===== src/bmpe_pkg.sv =====
`timescale 1ns / 1ps

package bmpe_pkg;

   // largest payload the encoder will fill, capacity is clamped to it
   localparam int MAX_PAYLOAD = 244;
   localparam int CAP_MIN     = 5;
   localparam int CAP_RESET   = 73;
   // one bit above the capacity register so fill plus message never wraps
   localparam int CAP_W       = $clog2(MAX_PAYLOAD + 8) + 1;

   localparam int FIFO_DEPTH  = 4;
   localparam int FIFO_AW     = $clog2(FIFO_DEPTH);

   localparam int NUM_SLOTS   = 6;

   // request kinds
   localparam logic REQ_APPEND = 1'b0;
   localparam logic REQ_FLUSH  = 1'b1;

   // register indexes
   localparam logic CSR_IDX_CAPACITY = 1'b0;

   // result slots, in emission order
   localparam int SLOT_CLOSE  = 0;
   localparam int SLOT_HEADER = 1;
   localparam int SLOT_STAMP  = 2;
   localparam int SLOT_STATUS = 3;
   localparam int SLOT_DATA1  = 4;
   localparam int SLOT_DATA2  = 5;

   // running status boundaries
   localparam logic [7:0] STATUS_SYSCOM   = 8'hF0;
   localparam logic [7:0] STATUS_REALTIME = 8'hF8;
   localparam logic [7:0] STATUS_MSB      = 8'h80;

   // one message (or flush) worth of work handed from front to back
   typedef struct packed {
      logic [NUM_SLOTS-1:0] slots;
      logic [5:0]           stamp_hi;
      logic [6:0]           stamp_lo;
      logic [7:0]           status;
      logic [6:0]           data_one;
      logic [6:0]           data_two;
   } job_type;

endpackage


===== src/bmpe_front.sv =====
`timescale 1ns / 1ps

module bmpe_front (
   input  logic                clock,
   input  logic                reset,
   input  logic [7:0]          capacity,
   input  logic                accept,
   input  logic                req_type,
   input  logic [7:0]          status_byte,
   input  logic [6:0]          data_one,
   input  logic [6:0]          data_two,
   input  logic [1:0]          msg_len,
   input  logic [12:0]         stamp,
   output logic                push,
   output bmpe_pkg::job_type   job
);

   localparam int CW = bmpe_pkg::CAP_W;

   logic [7:0]    fill_ff, fill_in;
   logic [7:0]    rs_ff, rs_in;

   logic [CW-1:0] cap_eff;
   logic [7:0]    status_fix;
   logic [1:0]    len_fix;
   logic          open_pkt;
   logic          overflow;
   logic          start;
   logic [7:0]    rs_cur;
   logic          hit;
   logic [CW-1:0] need;
   logic [7:0]    fill_base;
   logic [bmpe_pkg::NUM_SLOTS-1:0] slots;

   always_comb begin
      if ({{(CW-8){1'b0}}, capacity} > CW'(bmpe_pkg::MAX_PAYLOAD)) begin
         cap_eff = CW'(bmpe_pkg::MAX_PAYLOAD);
      end else if (capacity < 8'(bmpe_pkg::CAP_MIN)) begin
         cap_eff = CW'(bmpe_pkg::CAP_MIN);
      end else begin
         cap_eff = {{(CW-8){1'b0}}, capacity};
      end

      status_fix = status_byte | bmpe_pkg::STATUS_MSB;
      len_fix    = (msg_len == 2'd0) ? 2'd1 : msg_len;
      open_pkt   = (fill_ff != 8'd0);

      // message plus its stamp byte must fit the room that is left
      need     = {{(CW-8){1'b0}}, fill_ff} + {{(CW-2){1'b0}}, len_fix} + CW'(1);
      overflow = open_pkt && (need > cap_eff);
      start    = !open_pkt || overflow;

      rs_cur = start ? 8'd0 : rs_ff;
      hit    = (rs_cur != 8'd0) && (status_fix == rs_cur);

      if (hit) begin
         rs_in = rs_cur;
      end else if (status_fix < bmpe_pkg::STATUS_REALTIME) begin
         rs_in = (status_fix < bmpe_pkg::STATUS_SYSCOM) ? status_fix : 8'd0;
      end else begin
         rs_in = rs_cur;
      end

      fill_base = start ? 8'd1 : fill_ff;

      slots = '0;
      if (req_type == bmpe_pkg::REQ_FLUSH) begin
         slots[bmpe_pkg::SLOT_CLOSE] = open_pkt;
         fill_in = 8'd0;
         rs_in   = rs_ff;
      end else begin
         slots[bmpe_pkg::SLOT_CLOSE]  = overflow;
         slots[bmpe_pkg::SLOT_HEADER] = start;
         slots[bmpe_pkg::SLOT_STAMP]  = 1'b1;
         slots[bmpe_pkg::SLOT_STATUS] = !hit;
         slots[bmpe_pkg::SLOT_DATA1]  = (len_fix >= 2'd2);
         slots[bmpe_pkg::SLOT_DATA2]  = (len_fix == 2'd3);
         fill_in = fill_base + 8'd1 + {6'd0, len_fix} - {7'd0, hit};
      end
   end

   always_ff @(posedge clock) begin
      if (reset) begin
         fill_ff <= 8'd0;
         rs_ff   <= 8'd0;
      end else if (accept) begin
         fill_ff <= fill_in;
         rs_ff   <= rs_in;
      end
   end

   assign push          = accept && (slots != '0);
   assign job.slots     = slots;
   assign job.stamp_hi  = stamp[12:7];
   assign job.stamp_lo  = stamp[6:0];
   assign job.status    = status_fix;
   assign job.data_one  = data_one;
   assign job.data_two  = data_two;

endmodule


===== src/bmpe_fifo.sv =====
`timescale 1ns / 1ps

module bmpe_fifo (
   input  logic              clock,
   input  logic              reset,
   input  logic              push,
   input  bmpe_pkg::job_type push_job,
   input  logic              pop,
   output logic              full,
   output logic              empty,
   output bmpe_pkg::job_type head
);

   localparam int AW    = bmpe_pkg::FIFO_AW;
   localparam int DEPTH = bmpe_pkg::FIFO_DEPTH;

   bmpe_pkg::job_type mem_ff [DEPTH];
   logic [AW-1:0] wr_ff, wr_in;
   logic [AW-1:0] rd_ff, rd_in;
   logic [AW:0]   count_ff, count_in;

   assign full  = (count_ff == (AW+1)'(DEPTH));
   assign empty = (count_ff == '0);
   assign head  = mem_ff[rd_ff];

   always_comb begin
      wr_in    = push ? wr_ff + AW'(1) : wr_ff;
      rd_in    = pop ? rd_ff + AW'(1) : rd_ff;
      count_in = count_ff + (AW+1)'(push) - (AW+1)'(pop);
   end

   always_ff @(posedge clock) begin
      if (reset) begin
         wr_ff    <= '0;
         rd_ff    <= '0;
         count_ff <= '0;
      end else begin
         wr_ff    <= wr_in;
         rd_ff    <= rd_in;
         count_ff <= count_in;
      end
   end

   always_ff @(posedge clock) begin
      if (push) begin
         mem_ff[wr_ff] <= push_job;
      end
   end

endmodule


===== src/bmpe_back.sv =====
`timescale 1ns / 1ps

module bmpe_back (
   input  logic              clock,
   input  logic              reset,
   input  logic              q_empty,
   input  bmpe_pkg::job_type q_head,
   output logic              q_pop,
   output logic              out_valid,
   input  logic              out_ready,
   output logic [7:0]        out_byte,
   output logic              byte_valid,
   output logic              packet_close,
   output logic              out_last
);

   localparam int NS = bmpe_pkg::NUM_SLOTS;

   bmpe_pkg::job_type cur_ff, cur_in;
   logic [NS-1:0] mask_ff, mask_in;
   logic          valid_ff, valid_in;
   logic [7:0]    byte_ff, byte_in;
   logic          bvalid_ff, bvalid_in;
   logic          close_ff, close_in;
   logic          last_ff, last_in;

   logic [NS-1:0] low;
   logic [NS-1:0] rest;
   logic          advance;

   always_comb begin
      low     = mask_ff & (~mask_ff + NS'(1));
      rest    = mask_ff & ~low;
      advance = (mask_ff != '0) && (!valid_ff || out_ready);

      cur_in    = cur_ff;
      mask_in   = mask_ff;
      valid_in  = valid_ff && !out_ready;
      byte_in   = byte_ff;
      bvalid_in = bvalid_ff;
      close_in  = close_ff;
      last_in   = last_ff;
      q_pop     = 1'b0;

      if (advance) begin
         valid_in  = 1'b1;
         close_in  = low[bmpe_pkg::SLOT_CLOSE];
         bvalid_in = !low[bmpe_pkg::SLOT_CLOSE];
         last_in   = (rest == '0);
         byte_in   = ({8{low[bmpe_pkg::SLOT_HEADER]}} & {2'b10, cur_ff.stamp_hi})
                   | ({8{low[bmpe_pkg::SLOT_STAMP]}}  & {1'b1, cur_ff.stamp_lo})
                   | ({8{low[bmpe_pkg::SLOT_STATUS]}} & cur_ff.status)
                   | ({8{low[bmpe_pkg::SLOT_DATA1]}}  & {1'b0, cur_ff.data_one})
                   | ({8{low[bmpe_pkg::SLOT_DATA2]}}  & {1'b0, cur_ff.data_two});
         mask_in   = rest;
      end

      // take the next job when the current one is done or finishing now
      if (((mask_ff == '0) || (advance && (rest == '0))) && !q_empty) begin
         q_pop   = 1'b1;
         cur_in  = q_head;
         mask_in = q_head.slots;
      end
   end

   always_ff @(posedge clock) begin
      if (reset) begin
         mask_ff  <= '0;
         valid_ff <= 1'b0;
      end else begin
         mask_ff  <= mask_in;
         valid_ff <= valid_in;
      end
      cur_ff    <= cur_in;
      byte_ff   <= byte_in;
      bvalid_ff <= bvalid_in;
      close_ff  <= close_in;
      last_ff   <= last_in;
   end

   assign out_valid    = valid_ff;
   assign out_byte     = byte_ff;
   assign byte_valid   = bvalid_ff;
   assign packet_close = close_ff;
   assign out_last     = last_ff;

endmodule


===== src/ble_midi_packet_encoder.sv =====
`timescale 1ns / 1ps

// midi message to packet byte stream encoder
// req channel: one transfer per complete midi message (tuser = 0) or per
//   flush request (tuser = 1); tdata carries status, data bytes, length, stamp
// rsp channel: one transfer per packet byte, or a close marker (tuser[1])
//   telling the sink that the open packet is complete; tlast marks the final
//   transfer caused by a request; a flush with no open packet yields nothing
// csr port: one register, payload_capacity at address 0 (reset 73),
//   clamped inside to 5..244; write it only while the block is idle
// path: the first result of a request passes the queue write, then the job load
//   and then the output register when the back end is idle
// throughput: the back end emits one result per cycle while rsp_tready is high,
//   and a request yields 1 to 6 results (close, header, stamp, up to 3 bytes);
//   the front takes a request per cycle while the 4-entry job queue has room
// reset: no packet open, no running status, capacity back to 73, queue empty
// stall: when rsp_tready is low the output register holds, the back end
//   stops, the job queue fills and then req_tready drops
module ble_midi_packet_encoder (
   input  logic        clock,
   input  logic        reset,

   input  logic        req_tvalid,
   output logic        req_tready,
   // [7:0] status_byte, [14:8] data_one, [21:15] data_two, [23:22] msg_len,
   // [36:24] stamp, [39:37] zero
   input  logic [39:0] req_tdata,
   // [0] req_type
   input  logic [0:0]  req_tuser,

   output logic        rsp_tvalid,
   input  logic        rsp_tready,
   // [7:0] out_byte
   output logic [7:0]  rsp_tdata,
   // [0] byte_valid, [1] packet_close
   output logic [1:0]  rsp_tuser,
   output logic        rsp_tlast,

   input  logic        csr_psel,
   input  logic        csr_penable,
   input  logic        csr_pwrite,
   input  logic [2:0]  csr_paddr,
   input  logic [31:0] csr_pwdata,
   output logic [31:0] csr_prdata,
   output logic        csr_pready
);

   logic [7:0] cap_ff;
   logic       csr_wr;
   logic       csr_hit;

   logic              accept;
   logic              push;
   bmpe_pkg::job_type push_job;
   logic              pop;
   logic              q_full;
   logic              q_empty;
   bmpe_pkg::job_type q_head;

   logic       byte_valid;
   logic       packet_close;

   // configuration register
   assign csr_pready = 1'b1;
   assign csr_hit    = (csr_paddr[2] == bmpe_pkg::CSR_IDX_CAPACITY);
   assign csr_wr     = csr_psel && csr_penable && csr_pwrite && csr_pready;
   assign csr_prdata = csr_hit ? {24'd0, cap_ff} : 32'd0;

   always_ff @(posedge clock) begin
      if (reset) begin
         cap_ff <= 8'(bmpe_pkg::CAP_RESET);
      end else if (csr_wr && csr_hit) begin
         cap_ff <= csr_pwdata[7:0];
      end
   end

   // front: classify, track packet fill and running status
   assign req_tready = !q_full;
   assign accept     = req_tvalid && req_tready;

   bmpe_front u_front (
      .clock       (clock),
      .reset       (reset),
      .capacity    (cap_ff),
      .accept      (accept),
      .req_type    (req_tuser[0]),
      .status_byte (req_tdata[7:0]),
      .data_one    (req_tdata[14:8]),
      .data_two    (req_tdata[21:15]),
      .msg_len     (req_tdata[23:22]),
      .stamp       (req_tdata[36:24]),
      .push        (push),
      .job         (push_job)
   );

   // job queue decoupling front and back
   bmpe_fifo u_fifo (
      .clock    (clock),
      .reset    (reset),
      .push     (push),
      .push_job (push_job),
      .pop      (pop),
      .full     (q_full),
      .empty    (q_empty),
      .head     (q_head)
   );

   // back: serialize each job into result transfers
   bmpe_back u_back (
      .clock        (clock),
      .reset        (reset),
      .q_empty      (q_empty),
      .q_head       (q_head),
      .q_pop        (pop),
      .out_valid    (rsp_tvalid),
      .out_ready    (rsp_tready),
      .out_byte     (rsp_tdata),
      .byte_valid   (byte_valid),
      .packet_close (packet_close),
      .out_last     (rsp_tlast)
   );

   assign rsp_tuser = {packet_close, byte_valid};

endmodule

===== config.mk =====
export PLATFORM = sky130hd
export DESIGN_NAME = ble_midi_packet_encoder
export DESIGN_NICKNAME = d
export VERILOG_FILES = /design/src/bmpe_pkg.sv /design/src/bmpe_front.sv /design/src/bmpe_fifo.sv /design/src/bmpe_back.sv /design/src/ble_midi_packet_encoder.sv
export SDC_FILE = /design/constraint.sdc
export NUM_CORES = 1
export LEC_CHECK = 0
export BUFFER_PORTS_ARGS = -buffer_cell sky130_fd_sc_hd__buf_4
export CAP_MARGIN = 10
export CORE_MARGIN = 1
export CORE_UTILIZATION = 62
export CTS_CLUSTER_DIAMETER = 40
export DETAILED_ROUTE_END_ITERATION = 8
export HOLD_SLACK_MARGIN = 0.03
export PLACE_DENSITY = 0.95
export SLEW_MARGIN = 20
export SYNTH_ARGS = -nofsm -noshare
export SYNTH_HDL_FRONTEND = slang
export SYNTH_SLANG_ARGS = --single-unit

===== constraint.sdc =====
create_clock -name clock -period 7.3 [get_ports clock]
set_clock_uncertainty 0.1 [all_clocks]
set_input_delay 0.365 -clock clock [delete_from_list [all_inputs] [get_ports clock]]
set_output_delay 0.365 -clock clock [all_outputs]
set_load 0.1 [all_outputs]

==> out/metrics.yaml <==
yosys:
  yosys_warnings: 0
  synth-edff-count: 205
  synth-seq-cells: 245
  synth_cells: 653
  avgSynthCellArea_sq_um: 15.7
  synth_area_sq_um: 10300
  ys_types: 73
  asyncSetResetFlopFracSynth_pct: 0
  seq_area_frac_synth_pct: 67.7
  ys.flop_type: "edfxtp_1"
final_layout:
  fillers: 838
  drive_gt1_share_pct: 22.9
  antenna_cells: 0
  seq_area_sq_um: 6960
  final_util_pct: 76.0
  mostFrequentLayoutCell: "edfxtp_1"
  layout_common_cells: "205 x edfxtp_1, 80 x buf_4, 50 x nand2_1"
  nNetsFinal: 878
  final_cells: 1006
  multiInputGateArea_sq_um: 2960
  syn_to_final_growth_pct: 18.5
  final_area_sq_um: 12200
critical_path:
  start_kind: "flip-flop"
  worst_setup_path_end_kind: "flip-flop"
  critPathArrivalTime_ps: 5540
  critical_path_required_ps: 7650
  critPathKind: "reg -> reg"
  critPathMaxFanout: 11
timing:
  finalMaxSlewViolations: 0
  rsz0062_at_grt: "no"
  tns_ps: 0
  tightest_slew_ps: 1110
  fmax_mhz: 193
  setup-violations-final: 0
  finalHoldViolations: 0
  min_period_ps: 5190
  slew_headroom_pct: 25.8
  fin_crit_sh_pct: 71.1
  fin_hold_ws_ps: 61.1
global_route:
  antenna_found_initial: 0
  grt_overflow: 0
  grt_pass1_wl_mm: 35.9
  grt_max_degree: 41
  grt_use_total_pct: 29.5
  grt_pass1_vias: 6322
power_and_ir_drop:
  swShare_pct: 34.1
  power_frac_comb_pct: 28.7
  p_switching_mw: 1.62
  peakVddDrop_mv: 0.277
  p_leak_nw: 4.43
  p_clk_share_pct: 28.4
  power_density_nw_per_um2: 390
  internal-power_mw: 3.13
  seqPwrFrac_pct: 42.9
routing:
  viasPerCell: 6.28
  vias: 6317
  drt_pass1_iterations: 7
  ant_nets: 0
  drcViolationCount: 0
  drt_wl_total_mm: 24.2
  drt_iter0_drc: 683
  wl_per_cell_um: 24.0
floorplan:
  io_pins: 129
  die_x_um: 131
  coreArea_sq_um: 16000
  chipHeight_um: 131
  rows: 46
  start_util_pct: 64.2
  dieArea_sq_um: 17100
clock_tree:
  clock_path_buffers: 3
  root_buffer: "clkbuf_16"
  h-tree-depth: 1
  tritoncts: "built"
  cts.clk_slew.worst_paths_ps: 60
  numCtsBuffers: 26
  cts_setup_buffers: 0
  cts_num_sinks: 245
  clk_latency_ps: 540
placed_design:
  gp_congestion: 0.825
  dp_hpwl_mm: 12.7
  io_buffers: 73
  place_area_sq_um: 10900
  placedCellCount: 916
run_status:
  status: "completed"
flow_run:
  cap_viol_max_count: 0
min_path:
  hold_path_class: "in -> reg"
==> worst paths after layout <==
| path | startpoint | end | slack [ps] | cells past startpoint |
|---|---|---|---|---|
| max reg2reg | u_front.fill_ff[0]$_SDFFE_PP0P_ | u_front.fill_ff[7]$_SDFFE_PP0P_ | 2110 | 22 |
| min | req_tuser | u_front.fill_ff[2]$_SDFFE_PP0P_ | 60 | 3 |
| min reg2reg | u_front.rs_ff[7]$_SDFFE_PP0P_ | u_front.rs_ff[7]$_SDFFE_PP0P_ | 370 | 1 |
| max | u_front.fill_ff[0]$_SDFFE_PP0P_ | u_front.fill_ff[7]$_SDFFE_PP0P_ | 2110 | 22 |
==> state kept, by name, summed over array words and instances (netlist names), named ones only <==
name,cells
u_fifo.rd_ff,2
u_fifo.count_ff,3
u_fifo.mem_ff,160
u_front.rs_ff,8
u_back.out_byte,8
u_fifo.wr_ff,2
u_back.out_last,1
u_back.out_valid,1
u_back.mask_ff,6
u_front.fill_ff,8
u_back.packet_close,1
cap_ff,8
u_back.byte_valid,1
u_back.cur_ff,34
==> metal layers <==
metal  wire length [um]  GRT usage, %
met1               8440          35.3
met2              12600          52.0
met3               1980          4.23
met4               1130          15.6
met5                  0             0
==> final cells by class <==
cell class                 count  area share (%)
clock buffer                  35            6.06
clock inverter                13            1.14
inverter                      21           0.658
multi-input combinational    354            24.3
sequential                   245            57.2
tap                          216            2.22
timing repair buffer         122            8.39
==> worst max-delay path: stages, from the launching register on <==
cell	delay, ps
dfxtp_1	340
inv_1	100
ha_1	160
inv_1	60
ha_1	180
a21oi_1	310
nor2b_1	120
nand2_1	100
xnor2_1	140
ha_1	290
a21oi_1	180
o221ai_1	150
o211ai_2	480
and2_1	380
nand3_1	160
fa_1	440
ha_1	300
a21oi_1	130
and3_1	210
nand2_2	80
a211oi_2	330
o2111ai_1	170
a31oi_1	210
==> kinds of logic after synthesis <==
logic type / count (synthesis) / share of synthesized area [%]
xor+xnor: 20 / 1.71
compound gates: 78 / 5.40
buf+inv: 77 / 4.25
flops: 245 / 67.7
mux: 43 / 9.09
fa+ha+maj: 27 / 3.46
other cells: 2 / 0.0731
simple gates: 161 / 8.27
==> timing repair <==
| item | in CTS | in global routing |
|---|---|---|
| resized for setup | 0 | 0 |
| hold buffers | 42 | 0 |
| hold endpoints to repair | 149 | 0 |
==> power groups by stage <==
| stage | Clock [mW] | Combinational, mW | Sequential (mW) |
|---|---|---|---|
| 2_1_floorplan | 0 | 0.836 | 2.19 |
| 3_3_place_gp | 0 | 1.25 | 2.02 |
| 3_5_place_dp | 0 | 1.31 | 2.04 |
| 4_1_cts | 1.35 | 1.36 | 2.02 |
| 5_1_grt | 1.42 | 1.43 | 2.05 |
| 6_report | 1.35 | 1.36 | 2.04 |
==> cells in the mapped netlist, types with 4 or more instances <==
| cell | number | area [sq um] |
|---|---|---|
| nand2_1 | 50 | 188 |
| edfxtp_1 | 205 | 6160 |
| buf_4 | 27 | 203 |
| and2_1 | 8 | 50.1 |
| xnor2_1 | 14 | 123 |
| a22o_2 | 5 | 50.1 |
| a22oi_1 | 4 | 30.0 |
| ha_1 | 22 | 275 |
| a222oi_1 | 6 | 60.1 |
| mux4_2 | 40 | 901 |
| inv_1 | 20 | 75.1 |
| nand2b_1 | 8 | 50.1 |
| nand3_1 | 13 | 65.1 |
| o22ai_1 | 4 | 25.0 |
| a21oi_1 | 23 | 115 |
| buf_2 | 6 | 30.0 |
| clkbuf_1 | 17 | 63.8 |
| nand4_1 | 6 | 37.5 |
| nor2_1 | 27 | 101 |
| nor2b_1 | 12 | 75.1 |
| or3_1 | 6 | 37.5 |
| o21ai_0 | 10 | 50.1 |
| and3_1 | 8 | 50.1 |
| dfxtp_1 | 40 | 801 |
| xor2_1 | 6 | 52.6 |
==> metrics by stage <==
stage               setup WS [ps]  power [mW]
floorplan                    2720        3.03
global placement             2270        3.27
detailed placement           2080        3.35
CTS                          2250        4.73
global route                 1890        4.90
finish                       2110        4.75
No activity file was read; power rests on OpenSTA's default activity.
